[src/design/beqc_pkg.sv]
// shared types, constants and the window classifier of the bit-quad euler counter
package beqc_pkg;

  // pixel, register and result widths
  localparam int unsigned PIX_W      = 8;
  localparam int unsigned REG_W      = 8;
  localparam int unsigned REG_IDX_W  = 2;
  localparam int unsigned CNT_W      = 17;
  localparam int unsigned SUM_W      = 19;
  localparam int unsigned EUL_W      = 17;
  localparam int unsigned INC_W      = 3;
  localparam int unsigned QUAD_NUM   = 6;
  localparam int unsigned OUT_BITS   = QUAD_NUM * CNT_W + SUM_W + EUL_W;
  localparam int unsigned OUT_DATA_W = ((OUT_BITS + 7) / 8) * 8;

  localparam logic [CNT_W-1:0] CNT_MAX = {CNT_W{1'b1}};

  // counter slots
  localparam int unsigned Q_EMPTY = 0;
  localparam int unsigned Q_ONE   = 1;
  localparam int unsigned Q_ADJ   = 2;
  localparam int unsigned Q_THREE = 3;
  localparam int unsigned Q_FULL  = 4;
  localparam int unsigned Q_DIAG  = 5;

  // configuration register indexes
  typedef enum logic [REG_IDX_W-1:0] {
    REG_TOP    = 2'd0,
    REG_LEFT   = 2'd1,
    REG_HEIGHT = 2'd2,
    REG_WIDTH  = 2'd3
  } reg_idx_e;

  // bounding box registers
  typedef struct packed {
    logic [REG_W-1:0] top;
    logic [REG_W-1:0] left;
    logic [REG_W-1:0] height;
    logic [REG_W-1:0] width;
  } beqc_region_t;

  // per-pixel window increments handed to the counter stage
  typedef struct packed {
    logic                           valid;
    logic                           frame_end;
    logic [QUAD_NUM-1:0][INC_W-1:0] inc;
  } beqc_quad_t;

  // one-hot class of a 2x2 window, a b on top, c d below, 1 means black
  function automatic logic [QUAD_NUM-1:0] quad_class(input logic a, input logic b,
                                                     input logic c, input logic d);
    logic [2:0]          n;
    logic [QUAD_NUM-1:0] hot;
    n   = 3'(a) + 3'(b) + 3'(c) + 3'(d);
    hot = '0;
    unique case (n)
      3'd0: hot[Q_EMPTY] = 1'b1;
      3'd1: hot[Q_ONE]   = 1'b1;
      3'd2: begin
        if ((a & d) | (b & c)) hot[Q_DIAG] = 1'b1;
        else hot[Q_ADJ] = 1'b1;
      end
      3'd3: hot[Q_THREE] = 1'b1;
      default: hot[Q_FULL] = 1'b1;
    endcase
    return hot;
  endfunction

endpackage

[src/design/beqc_result.sv]
// quad counters, frame-end snapshot, euler arithmetic and result register
module beqc_result import beqc_pkg::*; #(
  parameter int unsigned FRAME_WIDTH = 256,
  parameter int unsigned FRAME_ROWS  = 256
) (
  input  logic                  clk_i,
  input  logic                  rst_ni,
  input  beqc_quad_t            quad_i,
  input  beqc_region_t          region_i,
  output logic                  take_o,
  output logic                  m_tvalid_o,
  input  logic                  m_tready_i,
  // count_empty, count_one, count_adjacent_two, count_three, count_full,
  // count_diagonal, euler_sum, euler_number, zero fill
  output logic [OUT_DATA_W-1:0] m_tdata_o
);

  localparam int unsigned EXT_W  = 14;
  localparam int unsigned SPAN_W = 9;
  localparam int unsigned AREA_W = 18;
  localparam int unsigned Q0_W   = 19;
  localparam int unsigned SW_W   = 20;

  localparam logic [EXT_W-1:0] ROWS_LIM = EXT_W'(FRAME_ROWS);
  localparam logic [EXT_W-1:0] COLS_LIM = EXT_W'(FRAME_WIDTH);

  localparam logic signed [SW_W-1:0] SUM_HI = SW_W'((1 << (SUM_W - 1)) - 1);
  localparam logic signed [SW_W-1:0] SUM_LO = -SW_W'(1 << (SUM_W - 1));

  // windows of the widened box that touch the frame along one axis
  function automatic logic [SPAN_W-1:0] touching(input logic [REG_W-1:0] first,
                                                 input logic [REG_W-1:0] span,
                                                 input logic [EXT_W-1:0] limit);
    logic [EXT_W-1:0] lo;
    logic [EXT_W-1:0] hi;
    lo = EXT_W'(first);
    hi = EXT_W'(first) + EXT_W'(span) + EXT_W'(2);
    if (hi > limit) hi = limit;
    return (hi >= lo) ? SPAN_W'(hi - lo + EXT_W'(1)) : '0;
  endfunction

  logic [QUAD_NUM-1:0][CNT_W-1:0] cnt_q, cnt_d;
  logic [QUAD_NUM-1:0][CNT_W-1:0] fin_q;
  logic                           fin_valid_q, fin_valid_d;
  logic                           out_valid_q, out_valid_d;
  logic [OUT_BITS-1:0]            out_data_q;
  logic [AREA_W-1:0]              box_area_q, in_area_q;
  logic                           end_b, fin_move;

  assign end_b    = quad_i.valid && quad_i.frame_end;
  assign fin_move = fin_valid_q && (!out_valid_q || m_tready_i);

  // a frame end may enter only when it can always move on into the snapshot
  assign take_o = !(fin_valid_q && out_valid_q) && !(end_b && (fin_valid_q || out_valid_q));

  // box areas from the registers, recomputed every cycle
  always_ff @(posedge clk_i) begin
    box_area_q <= (AREA_W'(region_i.height) + AREA_W'(3))
                  * (AREA_W'(region_i.width) + AREA_W'(3));
    in_area_q  <= AREA_W'(touching(region_i.top, region_i.height, ROWS_LIM))
                  * AREA_W'(touching(region_i.left, region_i.width, COLS_LIM));
  end

  // saturating counter update
  always_comb begin
    logic [CNT_W:0] s;
    for (int k = 0; k < QUAD_NUM; k++) begin
      s = {1'b0, cnt_q[k]} + (CNT_W + 1)'(quad_i.valid ? quad_i.inc[k] : INC_W'(0));
      cnt_d[k] = s[CNT_W] ? CNT_MAX : s[CNT_W-1:0];
    end
  end

  always_ff @(posedge clk_i or negedge rst_ni) begin
    if (!rst_ni) begin
      cnt_q <= '0;
    end else if (end_b) begin
      cnt_q <= '0;
    end else begin
      cnt_q <= cnt_d;
    end
  end

  // snapshot of the finished counts
  always_ff @(posedge clk_i) begin
    if (end_b) fin_q <= cnt_d;
  end

  // result token flow
  always_comb begin
    fin_valid_d = fin_valid_q;
    if (end_b) fin_valid_d = 1'b1;
    else if (fin_move) fin_valid_d = 1'b0;
    out_valid_d = out_valid_q;
    if (fin_move) out_valid_d = 1'b1;
    else if (m_tready_i) out_valid_d = 1'b0;
  end

  always_ff @(posedge clk_i or negedge rst_ni) begin
    if (!rst_ni) begin
      fin_valid_q <= 1'b0;
      out_valid_q <= 1'b0;
    end else begin
      fin_valid_q <= fin_valid_d;
      out_valid_q <= out_valid_d;
    end
  end

  // empty count with outside windows, euler sum and number
  always_ff @(posedge clk_i) begin
    logic [Q0_W-1:0]        q0w;
    logic [CNT_W-1:0]       q0;
    logic signed [SW_W-1:0] sw;
    logic signed [SW_W-1:0] sc;
    if (fin_move) begin
      q0w = Q0_W'(fin_q[Q_EMPTY]) + Q0_W'(box_area_q) - Q0_W'(in_area_q);
      q0  = (q0w > Q0_W'(CNT_MAX)) ? CNT_MAX : q0w[CNT_W-1:0];
      sw  = $signed(SW_W'(fin_q[Q_ONE])) - $signed(SW_W'(fin_q[Q_THREE]))
            - $signed(SW_W'({fin_q[Q_DIAG], 1'b0}));
      if (sw > SUM_HI) sc = SUM_HI;
      else if (sw < SUM_LO) sc = SUM_LO;
      else sc = sw;
      out_data_q <= {sc[SUM_W-1:2], sc[SUM_W-1:0], fin_q[Q_DIAG], fin_q[Q_FULL],
                     fin_q[Q_THREE], fin_q[Q_ADJ], fin_q[Q_ONE], q0};
    end
  end

  assign m_tvalid_o = out_valid_q;
  assign m_tdata_o  = {(OUT_DATA_W - OUT_BITS)'(0), out_data_q};

  // a frame end in the counter stage never finds the snapshot blocked
  a_no_token_loss: assert property (@(posedge clk_i) disable iff (!rst_ni)
    end_b |-> (!fin_valid_q || fin_move))
    else $error("frame end arrived while snapshot was blocked");

  // counters restart from zero after a frame end
  a_counters_cleared: assert property (@(posedge clk_i) disable iff (!rst_ni)
    end_b |=> (cnt_q == '0))
    else $error("counters not cleared after frame end");

endmodule

[src/design/bit_quad_euler_counter.sv]
// top level of the bit-quad euler counter: line buffer, window classifier, config
// Takes one pixel per clock while input ready is high: the one-bit line buffer is read
// ahead at the next column while the current column is written, so each pixel needs
// a single read and a single write of that memory. The tally of a frame moves from
// the counter stage into the snapshot and then into the output register, which it
// enters once that register is free. Input ready drops when a frame end reaches the
// counter stage while an earlier result is still on its way out, and stays low for
// as long as one result waits at the output and another waits behind it. The line
// buffer needs no clearing after reset; rows never read stale contents.
// Configuration must be written only while the block is idle, which the block does
// not enforce itself; a write takes effect for the next pixel.
module bit_quad_euler_counter import beqc_pkg::*; #(
  parameter int unsigned FRAME_WIDTH = 256,
  parameter int unsigned FRAME_ROWS  = 256
) (
  input  logic                  clk_i,
  input  logic                  rst_ni,
  input  logic                  cfg_we_i,
  input  logic [REG_IDX_W-1:0]  cfg_idx_i,
  input  logic [REG_W-1:0]      cfg_data_i,
  input  logic                  s_tvalid_i,
  output logic                  s_tready_o,
  // pixel_value
  input  logic [PIX_W-1:0]      s_tdata_i,
  input  logic                  s_tlast_i,
  output logic                  m_tvalid_o,
  input  logic                  m_tready_i,
  // count_empty, count_one, count_adjacent_two, count_three, count_full,
  // count_diagonal, euler_sum, euler_number, zero fill
  output logic [OUT_DATA_W-1:0] m_tdata_o
);

  localparam int unsigned CW    = $clog2(FRAME_WIDTH);
  localparam int unsigned RW    = $clog2(FRAME_ROWS);
  localparam int unsigned MAX_W = (RW > CW) ? RW : CW;
  localparam int unsigned CMP_W = ((MAX_W > 10) ? MAX_W : 10) + 1;

  localparam logic [CW-1:0] COL_LAST = CW'(FRAME_WIDTH - 1);
  localparam logic [RW-1:0] ROW_LAST = RW'(FRAME_ROWS - 1);

  beqc_region_t     region_q;
  beqc_quad_t       quad_q, quad_d;
  logic             row_mem_q [FRAME_WIDTH];
  logic             up_raw_q;
  logic [CW-1:0]    col_q, col_d;
  logic [RW-1:0]    row_q, row_d;
  logic             left_q, left_d;
  logic             ul_q, ul_d;
  logic             take, accept;
  logic             cur, up, ul, lf;
  logic             last_col, last_row;
  logic             row_a, row_b, col_a, col_b;

  // configuration registers
  always_ff @(posedge clk_i or negedge rst_ni) begin
    if (!rst_ni) begin
      region_q <= '0;
    end else if (cfg_we_i) begin
      unique case (reg_idx_e'(cfg_idx_i))
        REG_TOP:    region_q.top    <= cfg_data_i;
        REG_LEFT:   region_q.left   <= cfg_data_i;
        REG_HEIGHT: region_q.height <= cfg_data_i;
        REG_WIDTH:  region_q.width  <= cfg_data_i;
      endcase
    end
  end

  assign s_tready_o = take;
  assign accept     = s_tvalid_i && take;

  // current pixel and its neighbours, white outside the frame
  assign cur      = (s_tdata_i == '0);
  assign up       = (row_q != '0) ? up_raw_q : 1'b0;
  assign ul       = (row_q != '0 && col_q != '0) ? ul_q : 1'b0;
  assign lf       = (col_q != '0) ? left_q : 1'b0;
  assign last_col = (col_q == COL_LAST);
  assign last_row = (row_q == ROW_LAST);

  // box membership of the windows ending at this pixel
  always_comb begin
    logic [CMP_W-1:0] r0, r1, c0, c1, r_hi, c_hi, t, l;
    r0    = CMP_W'(row_q);
    r1    = r0 + CMP_W'(1);
    c0    = CMP_W'(col_q);
    c1    = c0 + CMP_W'(1);
    t     = CMP_W'(region_q.top);
    l     = CMP_W'(region_q.left);
    r_hi  = t + CMP_W'(region_q.height) + CMP_W'(2);
    c_hi  = l + CMP_W'(region_q.width) + CMP_W'(2);
    row_a = (r0 >= t) && (r0 <= r_hi);
    row_b = (r1 >= t) && (r1 <= r_hi);
    col_a = (c0 >= l) && (c0 <= c_hi);
    col_b = (c1 >= l) && (c1 <= c_hi);
  end

  // classify up to four windows and sum their increments per class
  always_comb begin
    logic [QUAD_NUM-1:0] w0, w1, w2, w3;
    w0 = quad_class(ul, up, lf, cur) & {QUAD_NUM{row_a && col_a}};
    w1 = quad_class(up, 1'b0, cur, 1'b0) & {QUAD_NUM{last_col && row_a && col_b}};
    w2 = quad_class(lf, cur, 1'b0, 1'b0) & {QUAD_NUM{last_row && row_b && col_a}};
    w3 = quad_class(cur, 1'b0, 1'b0, 1'b0)
         & {QUAD_NUM{last_col && last_row && row_b && col_b}};
    quad_d.valid     = accept;
    quad_d.frame_end = s_tlast_i;
    for (int k = 0; k < QUAD_NUM; k++) begin
      quad_d.inc[k] = INC_W'(w0[k]) + INC_W'(w1[k]) + INC_W'(w2[k]) + INC_W'(w3[k]);
    end
  end

  // scan position and neighbour pixels
  always_comb begin
    col_d  = col_q;
    row_d  = row_q;
    left_d = left_q;
    ul_d   = ul_q;
    if (accept) begin
      if (s_tlast_i) begin
        col_d  = '0;
        row_d  = '0;
        left_d = 1'b0;
        ul_d   = 1'b0;
      end else begin
        left_d = cur;
        ul_d   = up;
        if (last_col) begin
          col_d = '0;
          row_d = last_row ? '0 : row_q + RW'(1);
        end else begin
          col_d = col_q + CW'(1);
        end
      end
    end
  end

  always_ff @(posedge clk_i or negedge rst_ni) begin
    if (!rst_ni) begin
      col_q  <= '0;
      row_q  <= '0;
      left_q <= 1'b0;
      ul_q   <= 1'b0;
      quad_q <= '0;
    end else begin
      col_q  <= col_d;
      row_q  <= row_d;
      left_q <= left_d;
      ul_q   <= ul_d;
      quad_q <= quad_d;
    end
  end

  // line buffer: write this column, read the next one ahead
  always_ff @(posedge clk_i) begin
    if (accept) row_mem_q[col_q] <= cur;
    up_raw_q <= row_mem_q[col_d];
  end

  beqc_result #(
    .FRAME_WIDTH(FRAME_WIDTH),
    .FRAME_ROWS (FRAME_ROWS)
  ) u_result (
    .clk_i     (clk_i),
    .rst_ni    (rst_ni),
    .quad_i    (quad_q),
    .region_i  (region_q),
    .take_o    (take),
    .m_tvalid_o(m_tvalid_o),
    .m_tready_i(m_tready_i),
    .m_tdata_o (m_tdata_o)
  );

  // scan position stays inside the frame
  a_pos_in_frame: assert property (@(posedge clk_i) disable iff (!rst_ni)
    (col_q <= COL_LAST) && (row_q <= ROW_LAST))
    else $error("scan position left the frame");

  // a frame end restarts the scan at the top-left corner
  a_frame_restart: assert property (@(posedge clk_i) disable iff (!rst_ni)
    (accept && s_tlast_i) |=> (col_q == '0 && row_q == '0 && !left_q && !ul_q))
    else $error("scan not restarted after frame end");

endmodule

[config.mk]
export PLATFORM = sky130hd
export DESIGN_NAME = bit_quad_euler_counter
export DESIGN_NICKNAME = d
export VERILOG_FILES = /design/src/design/beqc_pkg.sv /design/src/design/beqc_result.sv /design/src/design/bit_quad_euler_counter.sv
export SDC_FILE = /design/constraint.sdc
export NUM_CORES = 1
export LEC_CHECK = 0
export ABC_AREA = 1
export CELL_PAD_IN_SITES_DETAIL_PLACEMENT = 1
export CELL_PAD_IN_SITES_GLOBAL_PLACEMENT = 1
export CORE_UTILIZATION = 36
export DETAILED_ROUTE_END_ITERATION = 8
export DONT_BUFFER_PORTS = 1
export PLACE_DENSITY = 0.67
export SYNTH_ARGS = -nofsm -noshare
export SYNTH_HDL_FRONTEND = slang
export SYNTH_SLANG_ARGS = --single-unit
[constraint.sdc]
create_clock -name clk_i -period 10.6 [get_ports clk_i]
set_input_delay 1.06 -clock clk_i [delete_from_list [all_inputs] [get_ports clk_i]]
set_output_delay 1.06 -clock clk_i [all_outputs]
set_load 0.005 [all_outputs]
==> summary.md, run 1 <==
| Metric | Value |
|---|---|
| CTS Hold Buffers Added | 0 |
| Starting Density | 36.4% |
| GR Overflow Total | 0 |
| Post-synth top area cell | edfxtp_1 |
| Seq/Total Area, Yosys | 46.3% |
| # setup viols final | 0 |
| DIE HEIGHT | 343 µm |
| Final core occ | between 40% and 50% |
| Kind of critical path | flip-flop to flip-flop |
| Final hold violations | 0 |
| Max IR drop VDD | 0.373 mV |
| # rows | ~120 |
| CTS clk-pin slew, worst paths | around 0.060 ns |
| Synth-to-layout area growth | 10.0% |
| Uppermost layer routed | met5 |
| Setup crit end kind | flip-flop |
| Crit-path most repeated cell | nor2_1 |
| Final HPWL DP | between 80000 and 90000 µm |
| Met2 routed WL | 55300 µm |
| Nets | 5118 |
| Mapped cell area | 41800 µm² |
| Fillers | 13400 |
| Critical Path RT | 11.17 ns |
| Clk_lat worst skew | 0.66 ns |
| Ant diodes | 0 |
| Yosys synthesis warning count | 0 |
| Mapped Cells | 4678 |
| H-tree depth | 3 |
| R2R Path Start | region_q[8] |
| DR vias | 31000 |
| Final period util | 86.0% |
| First-pass GRT wire length | 180000 µm |
| RSZ-0062 raised after global routing | no |
| Setup Skew | around 0.053 ns |
| Post-synth top flop | edfxtp_1 |
| Met3 Wirelength | 4640 µm |
| Final non-filler cell area | 46000 µm² |
| DR WL/cell | roughly 18 µm |
| Most common cell after layout, fill and taps aside | nand2_1 |
| Lkg Pwr | approximately 21 nW |
| Largest net degree at the start of global routing | 170 |
| Fmax | 110 MHz |
| Slowest cell on crit path | fa_1 |
| Layout cells sized above 1 | around 4.4% |
| Initial DRC Count | 1701 |
| Synthesis-stage register bit count | 685 |
| Crit path launch | region_q[8] |
| CTS root buf | clkbuf_16 |
| Relative slew slack | 24.5% |
| Asr flop ratio synth | between 20% and 30% |
| IO Count | 170 |
| Max Cap Viol | 0 |
| Die width | 343 µm |
| Critical path's top delay family | adder cells |
| Worst slew pin tran | 1.13 ns |
| Placed cell area | about 43000 µm² |
| Worst min path class | input port to asynchronous set/reset pin |
| Clock sinks | 685 |
| Top cells by area, synth | edfxtp_1 (34%), dfrtp_1 (10%), ha_1 (8.3%) |
| Crit path launch type | flip-flop |
| Fin cells | 6245 |
| Post-Synthesis Mean Instance Area | 8.94 µm² |
| Final WL | 114000 µm |
| GPL Wtd Cong | between 0.8 and 0.9 |
| Peak per-stage delay on the critical path | 0.67 ns |
| Pins Over Slew Limit | 0 |
| Num CTS Buffers | 83 |
| Most frequent cells in the layout | nand2_1 (907), inv_1 (885), nor2_1 (498) |
| Crit path DAT | 9.69 ns |
| EDFF count, synth | approximately 480 |
| Synth cell types | 57 |
| PostCTS Resize Cnt | 0 |
| Die Area | 118000 µm² |
| Fin crit period | 9.12 ns |
| Vias in the first global route | 32300 |
| Reg2reg setup slack | ~1.5 ns |
| Vias per cell | 4.97 |
| Setup TNS | 0 ns |
| Pwr Density | 294 nW/µm² |
| CP bufs+invs | 6 |
| Total track usage | between 10% and 20% |
| CP Max Fanout | 11 |
| Run status | finished, final reports clean |
| Synth top area share | 34.4% |
| Number of setup buffers added after CTS | 0 |
| DRC | 0 |
| Total placed cells including tap cells | 6091 |
| DR pass1 iterations | 5 |
| Core area | 115000 µm² |
| CTS tree | built |
| Antenna violations before repair | 3 |
| M1 WL | 51300 µm |
| Buffers on Ports | 0 |
| Antenna-violating nets left | 0 |
| Reg2reg end | u_result.in_area_q[16] |
| CTS max path bufs | 3 |
| R2R depth | 44 |
-- sequential cells by signal (all words and copies together) (netlist names) --
register	cells
u_result.cnt_q	102
col_q	8
u_result.m_tvalid_o	1
u_result.fin_valid_q	1
u_result.out_data_q	121
u_result.in_area_q	18
left_q	1
quad_q	15
region_q	32
row_q	8
ul_q	1
row_mem_q	256
up_raw_q	1
u_result.box_area_q	18
u_result.fin_q	102
-- cells by family (layout without fill, tap and decap cells) --
group,count (synthesis),count (layout),synth area share [%]
AO/OA/AOI/OAI,417,417,5.61
XOR/XNOR,157,157,3.29
adder cells (fa/ha/maj),430,430,15.6
buffers and inverters,1032,1081,9.53
flip-flops,685,685,46.3
other,1,7,0.00896
AND/OR/NAND/NOR,1956,1956,19.7
-- layer usage --
metal,vias to the layer above,global-route usage (%)
li1,14900,-
met1,15400,25.4
met2,535,33.3
met3,166,2.99
met4,2,5.75
met5,-,0
-- Yosys cell counts (all sizes together) (2+ instances only) --
cell and instances:
nand3b 32, o21bai 27, fa 151, clkinv 3, a21o 11, and3 3, o22ai 5, inv 888
nor3 53, nand4 34, xnor2 36, or2 23, nand3 363, o21a 4, o21ai 126, edfxtp 479
o211ai 8, nor3b 5, ha 279, a31oi 22, nor4 12, a21oi 190, buf 52, dfrtp 169
clkbuf 89, a22oi 2, nor2 513, dfxtp 37, a211oi 3, nand2 916, a221oi 3, a31o 2
a21boi 4, o31ai 3, xor2 121
-- per-stage QoR --
step                      power (mW)  setup WS [ns]  hold slack (ns)
after floorplan                 9.03           2.60            0.400
after global placement          10.8           1.64            0.401
after detailed placement        11.0           1.53            0.408
after CTS                       13.8           1.49           0.0557
after global routing            15.0          0.768           0.0718
final                           13.5           1.48            0.108
-- layout make-up --
type	count	area (µm²)	share of cell area [%]
clock buffer	116	2280	4.96
timing repair buffer	36	270	0.587
multi-input combinational	2967	18600	40.3
clock inverter	38	323	0.701
tap	1512	1890	4.11
sequential	685	19400	42.0
inverter	891	3360	7.29
-- power breakdown --
part	internal, mW	leakage (nW)	switching (mW)
combinational	2.83	12.9	4.74
clock	1.56	1.26	1.16
sequential	3.13	7.13	0.120
total	7.53	21.3	6.02
-- worst max-delay path by stage --
stage,end,slack (ns),depth (start not counted)
after floorplan,u_result.in_area_q[17],2.60,48
after global placement,u_result.in_area_q[16],1.64,44
after detailed placement,u_result.in_area_q[16],1.53,44
after CTS,u_result.in_area_q[16],1.49,44
after global routing,u_result.in_area_q[16],0.77,44
final,u_result.in_area_q[16],1.48,44
Power figures use the tool's default switching activity.
==> run 2: changes to the inputs <==
==> constraint.sdc (replaced) <==
create_clock -name clk_i -period 8.95 [get_ports clk_i]
set_input_delay 0.895 -clock clk_i [delete_from_list [all_inputs] [get_ports clk_i]]
set_output_delay 0.895 -clock clk_i [all_outputs]
set_load 0.005 [all_outputs]
==> summary.md, run 2 (same netlist as run 1, synthesis figures left out) <==
| Metric | Value |
|---|---|
| Starting Density | 36.4% (unchanged) |
| Most frequent cells in the layout | nand2_1 (904), inv_1 (882), nor2_1 (493) (was nand2_1 (907), inv_1 (885), nor2_1 (498)) |
| Layout cells sized above 1 | 5.32% (was 4.42%) |
| Ant diodes | 0 (unchanged) |
| Final WL | 114000 µm (about the same) |
| Run status | finished, final reports clean (unchanged) |
| Final period util | 93.6% (was 86.0%) |
| Reg with most FFs | row_mem_q (unchanged) |
| Fin crit period | 8.38 ns (was 9.12 ns) |
| Setup TNS | 0 ns (unchanged) |
| Worst min path class | input port to asynchronous set/reset pin (unchanged) |
| Most common cell after layout, fill and taps aside | nand2_1 (unchanged) |
| Synth-to-layout area growth | 10.9% (was 10.0%) |
| Hold slack | 0.0931 ns (was 0.108 ns) |
| DR vias | 31000 (about the same) |
| Fin worst setup slack | 0.573 ns (was 1.48 ns) |
| Sw Pwr | 7.43 mW (was 6.02 mW) |
| Crit path launch type | flip-flop (unchanged) |
| CTS max path bufs | 3 (unchanged) |
| Antenna violations before repair | 1 (was 3) |
| Die width | 343 µm (unchanged) |
| Num CTS Buffers | 81 (was 83) |
| Fmax | 119 MHz (was 110 MHz) |
| Crit-path most repeated cell | nor2_1 (unchanged) |
| Reg2reg setup slack | 0.57 ns (was 1.48 ns) |
| DRC | 0 (unchanged) |
| Peak per-stage delay on the critical path | 0.55 ns (was 0.67 ns) |
| IO Count | 170 (unchanged) |
| # setup viols final | 0 (unchanged) |
| Met2 Use GR | 33.6% (was 33.3%) |
| Vias in the first global route | 32300 (about the same) |
| Gate power share | 56.4% (was 55.9%) |
| Pre-CTS WS | -0.00864 ns (was 1.53 ns) |
| CTS clk-pin slew, worst paths | 0.06 ns (about the same) |
| Max IR drop VDD | 0.693 mV (was 0.373 mV) |
| Nets | 5127 (was 5118) |
| First-pass GRT wire length | 181000 µm (was 180000 µm) |
| Initial DRC Count | 1638 (was 1701) |
| Pwr Density | 362 nW/µm² (was 294 nW/µm²) |
| CTS tree | built (unchanged) |
| Clk_lat worst skew | 0.67 ns (was 0.66 ns) |
| Clock sinks | 685 (unchanged) |
| Top Usage Layer GRT | met2 (unchanged) |
| Switching share of power | 44.3% (was 44.4%) |
| Setup Skew | 0.0234 ns (was 0.0527 ns) |
| Setup crit end kind | flip-flop (unchanged) |
| Final hold violations | 0 (unchanged) |
| Critical Path RT | 9.52 ns (was 11.17 ns) |
| CTS root buf | clkbuf_16 (unchanged) |
| DIE HEIGHT | 343 µm (unchanged) |
| Kind of critical path | flip-flop to flip-flop (unchanged) |
| H-tree depth | 3 (unchanged) |
| Share of power burned in registers | 22.9% (was 24.0%) |
| GPL Wtd Cong | 0.849 (was 0.855) |
| GR Overflow Total | 0 (unchanged) |
| Clock power frac | 20.6% (was 20.1%) |
| DR WL/cell | 18.3 µm (was 18.2 µm) |
| Vias per cell | 4.95 (was 4.97) |
| CP Max Fanout | 6 (was 11) |
| Total track usage | 19.5% (about the same) |
| Final core occ | 40.4% (was 40.1%) |
| Antenna-violating nets left | 0 (unchanged) |
| Pins Over Slew Limit | 0 (unchanged) |
| DR pass1 iterations | 5 (unchanged) |
| Worst slew pin tran | 1.29 ns (was 1.13 ns) |
| Max reg flops | 256 (unchanged) |
| Crit path DAT | 8.94 ns (was 9.69 ns) |
| # rows | 124 (unchanged) |
| Lkg Pwr | 21.5 nW (was 21.3 nW) |
| Power Internal | 9.36 mW (was 7.53 mW) |
| Core area | 115000 µm² (unchanged) |
| Met3 usage | 2.57% (was 2.99%) |
| Buffers on Ports | 0 (unchanged) |
| Die Area | 118000 µm² (unchanged) |
| Top flop regs | row_mem_q: 256 flops, u_result.out_data_q: 121 flops (unchanged) |
| Relative slew slack | 13.9% (was 24.5%) |
| Largest net degree at the start of global routing | 170 (unchanged) |
| GR Util met1 | 25.8% (was 25.4%) |
| Max Cap Viol | 0 (unchanged) |
| RSZ-0062 raised after global routing | yes (was no) |
| Slowest cell on crit path | fa_1 (unchanged) |
| Final HPWL DP | 80700 µm (was 81300 µm) |
-- run 2: cell count changes in the layout (fill, tap and decap cells not counted), sizes merged --
cell	before	now
clkinv	31	24
clkinvlp	3	4
inv	893	891
bufinv	2	13
buf	36	47
clkbuf	116	108
-- run 2: final timing paths --
kind                                     from                      end  cells after the start
min in group clk_i                  s_tlast_i               quad_q[18]                      0
hold reg to reg            u_result.fin_q[50]  u_result.out_data_q[50]                      0
setup / recovery                  region_q[8]   u_result.in_area_q[16]                     46
hold / removal                         rst_ni       u_result.cnt_q[11]                      1
setup reg to reg                  region_q[8]   u_result.in_area_q[16]                     46
max in group asynchronous              rst_ni             region_q[25]                      1
-- run 2: metal layers --
metal	share of wire, %	wire length, µm
met5	0	0
met4	1.9	2190
met3	3.6	4100
met2	49	55900
met1	46	52000
-- run 2: cell type report --
cell class / count / area [µm²]
Clock buffer: 108 / 2180
Multi-Input combinational cell: 2967 / 18700
Inverter: 891 / 3350
Tap cell: 1512 / 1890
Timing Repair Buffer: 47 / 373
Fill cell: 13400 / 68400
Sequential cell: 685 / 19400
Clock inverter: 41 / 584
-- run 2: power by group through the flow --
stage	registers, mW	logic (mW)	clock network (mW)
final	3.85	9.47	3.47
after global routing	3.87	10.9	3.66
after CTS	3.85	9.37	3.56
after detailed placement	3.92	9.23	0
after global placement	3.91	9.01	0
after floorplan	3.86	6.83	0
-- run 2: critical path: cells and delay by family, from the launching register on --
kind            cells  cell delay [ns]
compound gates      8             1.25
xor+xnor            3             0.48
fa+ha+maj          11             4.09
buf+inv             7             0.42
flops               1             0.38
simple gates       17             1.68
-- run 2: repair_timing --
| item | 4_1_cts | 5_1_grt |
|---|---|---|
| setup endpoints to repair | 1 | 7 |
| setup buffers | 0 | 4 |
| resized for setup | 2 | 35 |
| endpoints found under the hold margin | 169 | 0 |
| hold buffers | 1 | 0 |
| pin swaps | 0 | 8 |
-- run 2: through the flow --
| stage | power (mW) | instances | instance area, µm² |
|---|---|---|---|
| 6_report | 16.8 | 6251 | 46400 |
| 5_1_grt | 18.5 | 6251 | 46400 |
| 4_1_cts | 16.8 | 6247 | 46300 |
| 2_1_floorplan | 10.7 | 4684 | 41900 |
| 3_3_place_gp | 12.9 | 6097 | 43500 |
| 3_5_place_dp | 13.2 | 6097 | 43500 |
==> run 3: changes to the inputs <==
--- a/config.mk
+++ b/config.mk
@@ -8,6 +8,7 @@
 export ABC_AREA = 1
 export CELL_PAD_IN_SITES_DETAIL_PLACEMENT = 1
 export CELL_PAD_IN_SITES_GLOBAL_PLACEMENT = 1
+export CORE_MARGIN = 1.5
 export CORE_UTILIZATION = 36
 export DETAILED_ROUTE_END_ITERATION = 8
 export DONT_BUFFER_PORTS = 1
==> summary.md, run 3 (same netlist as run 1, synthesis figures left out) <==
| Metric | Value |
|---|---|
| Antenna-violating nets left | 0 (unchanged) |
| Layout cells sized above 1 | 5.41% (was 5.32%) |
| Core area | 115000 µm² (unchanged) |
| Pre-CTS WS | 0.0915 ns (was -0.00864 ns) |
| Critical Path RT | 9.49 ns (was 9.52 ns) |
| Slowest cell on crit path | fa_1 (unchanged) |
| Nets | 5131 (was 5127) |
| CTS clk-pin slew, worst paths | 0.06 ns (about the same) |
| Sw Pwr | 7.61 mW (was 7.43 mW) |
| Placed cell area | 43500 µm² (about the same) |
| Buffers on Ports | 0 (unchanged) |
| Relative slew slack | 10.1% (was 13.9%) |
| Final hold violations | 0 (unchanged) |
| Vias in the first global route | 32300 (about the same) |
| DRC | 0 (unchanged) |
| Crit path DAT | 8.90 ns (was 8.94 ns) |
| CTS max path bufs | 3 (unchanged) |
| Final HPWL DP | 80500 µm (was 80700 µm) |
| Run status | finished, final reports clean (unchanged) |
| Share of power burned in registers | 22.5% (was 22.9%) |
| DR WL/cell | 18.1 µm (was 18.3 µm) |
| Reg2reg setup slack | 0.59 ns (was 0.57 ns) |
| Uppermost layer routed | met4 (unchanged) |
| Max IR drop VDD | 0.520 mV (was 0.693 mV) |
| Ant diodes | 0 (unchanged) |
| Fin worst setup slack | 0.587 ns (was 0.573 ns) |
| First-pass GRT wire length | 180000 µm (was 181000 µm) |
| Critical Path Sink | u_result.in_area_q[16] (unchanged) |
| Max reg flops | 256 (unchanged) |
| Fillers | 13400 (about the same) |
| CP Max Fanout | 6 (unchanged) |
| # rows | 124 (unchanged) |
| R2R Path Start | region_q[8] (unchanged) |
| Synth-to-layout area growth | 11.2% (was 10.9%) |
| Total placed cells including tap cells | 6098 (was 6097) |
| Die width | 344 µm (was 343 µm) |
| R2R depth | 44 (was 46) |
| DIE HEIGHT | 344 µm (was 343 µm) |
| Top flop regs | row_mem_q: 256 flops, u_result.out_data_q: 121 flops (unchanged) |
| Lkg Pwr | 21.5 nW (about the same) |
| Fmax | 120 MHz (was 119 MHz) |
| Final period util | 93.4% (was 93.6%) |
| CTS root buf | clkbuf_16 (unchanged) |
| Switching share of power | 44.5% (was 44.3%) |
| Crit path launch | region_q[8] (unchanged) |
| Worst min path class | input port to asynchronous set/reset pin (unchanged) |
| Kind of critical path | flip-flop to flip-flop (unchanged) |
| Num CTS Buffers | 82 (was 81) |
| Clock sinks | 685 (unchanged) |
| Power Internal | 9.48 mW (was 9.36 mW) |
| Final non-filler cell area | 46500 µm² (was 46400 µm²) |
| Most frequent cells in the layout | nand2_1 (905), inv_1 (881), nor2_1 (494) (was nand2_1 (904), inv_1 (882), nor2_1 (493)) |
| Met2 routed WL | 55600 µm (was 55900 µm) |
| Peak per-stage delay on the critical path | 0.56 ns (was 0.55 ns) |
| # setup viols final | 0 (unchanged) |
| Gate power share | 57.0% (was 56.4%) |
| Crit path launch type | flip-flop (unchanged) |
| Max Cap Viol | 0 (unchanged) |
| Starting Density | 36.4% (unchanged) |
| Fin cells | 6259 (was 6251) |
| GPL Wtd Cong | 0.843 (was 0.849) |
| Hold slack | 0.0840 ns (was 0.0931 ns) |
| IO Count | 170 (unchanged) |
| GR Overflow Total | 0 (unchanged) |
| Initial DRC Count | 1605 (was 1638) |
| Clk_lat worst skew | 0.68 ns (was 0.67 ns) |
| Tot Pwr | 17.1 mW (was 16.8 mW) |
| Most common cell after layout, fill and taps aside | nand2_1 (unchanged) |
| Vias per cell | 4.93 (was 4.95) |
| CTS tree | built (unchanged) |
| H-tree depth | 3 (unchanged) |
| Setup Skew | 0.0494 ns (was 0.0234 ns) |
| M1 WL | 51700 µm (was 52000 µm) |
| DR pass1 iterations | 5 (unchanged) |
| Final WL | 114000 µm (about the same) |
| DR vias | 30900 (was 31000) |
| Die Area | 118000 µm² (about the same) |
| Reg2reg end | u_result.in_area_q[16] (unchanged) |
| Setup crit end kind | flip-flop (unchanged) |
| Pins Over Slew Limit | 0 (unchanged) |
| Clock power frac | 20.4% (was 20.6%) |
| Antenna violations before repair | 1 (unchanged) |
| Worst slew pin tran | 1.35 ns (was 1.29 ns) |
| Reg with most FFs | row_mem_q (unchanged) |
| Met3 Wirelength | 4330 µm (was 4100 µm) |
| Largest net degree at the start of global routing | 170 (unchanged) |
| Pwr Density | 367 nW/µm² (was 362 nW/µm²) |
| Fin crit period | 8.36 ns (was 8.38 ns) |
| Total track usage | 19.3% (was 19.5%) |
==> run 3: cell count changes in the layout (fill, tap and decap cells not counted), sizes merged <==
cell,delta
clkinvlp,-1
clkbuf,+4
clkinv,+3
bufinv,-3
buf,+3
inv,+2
==> run 3: power groups by stage <==
stage	registers, mW	logic, mW	clock network, mW
detailed placement	3.92	9.23	0
global placement	3.91	8.99	0
CTS	3.86	9.35	3.59
floorplan	3.86	6.83	0
finish	3.85	9.74	3.49
global route	3.88	11.2	3.70
==> run 3: area by class of cell <==
| type | count | area (µm²) | area share, % |
|---|---|---|---|
| well taps | 1512 | 1890 | 4.07 |
| repair buffers | 50 | 395 | 0.850 |
| clock inverters | 42 | 576 | 1.24 |
| inverters | 891 | 3350 | 7.21 |
| multi-input cells | 2967 | 18700 | 40.2 |
| clock buffers | 112 | 2260 | 4.85 |
| flip-flops and latches | 685 | 19400 | 41.6 |
==> run 3: worst min path at each step <==
stage,start,endpoint,depth (start not counted),slack [ns]
after floorplan,u_result.fin_q[34],u_result.out_data_q[34],0,0.40
after detailed placement,u_result.fin_q[46],u_result.out_data_q[46],0,0.41
after global placement,u_result.fin_q[34],u_result.out_data_q[34],0,0.40
after global routing,rst_ni,u_result.cnt_q[13],1,0.21
after CTS,s_tlast_i,quad_q[18],0,0.21
final,rst_ni,u_result.cnt_q[13],1,0.08
==> run 3: metal layers <==
metal / vias to the layer above / GRT usage [%]
li1: 14900 / -
met1: 15300 / 25.3
met2: 457 / 33.8
met3: 124 / 2.60
met4: 0 / 4.34
met5: - / 0
==> run 3: critical path: cells and delay by family (launching register included) <==
family	cells	cell delay [ns]
adder cells (fa/ha/maj)	9	3.77
AO/OA/AOI/OAI	12	1.68
AND/OR/NAND/NOR	13	1.21
XOR/XNOR	4	0.76
buffers and inverters	6	0.42
flip-flops	1	0.40
==> run 3: through the flow <==
step                utilization (%)  setup TNS, ns
floorplan                         -              0
global placement               37.9              0
detailed placement             37.9              0
CTS                            40.4              0
global route                   40.5        -0.0504
finish                         40.5              0
==> run 3: what timing repair did <==
| item | CTS | global route |
|---|---|---|
| endpoints found under the setup margin | 0 | 7 |
| resized for setup | 0 | 36 |
| hold endpoints to repair | 169 | 0 |
| hold buffers | 1 | 0 |
| setup buffers | 0 | 6 |
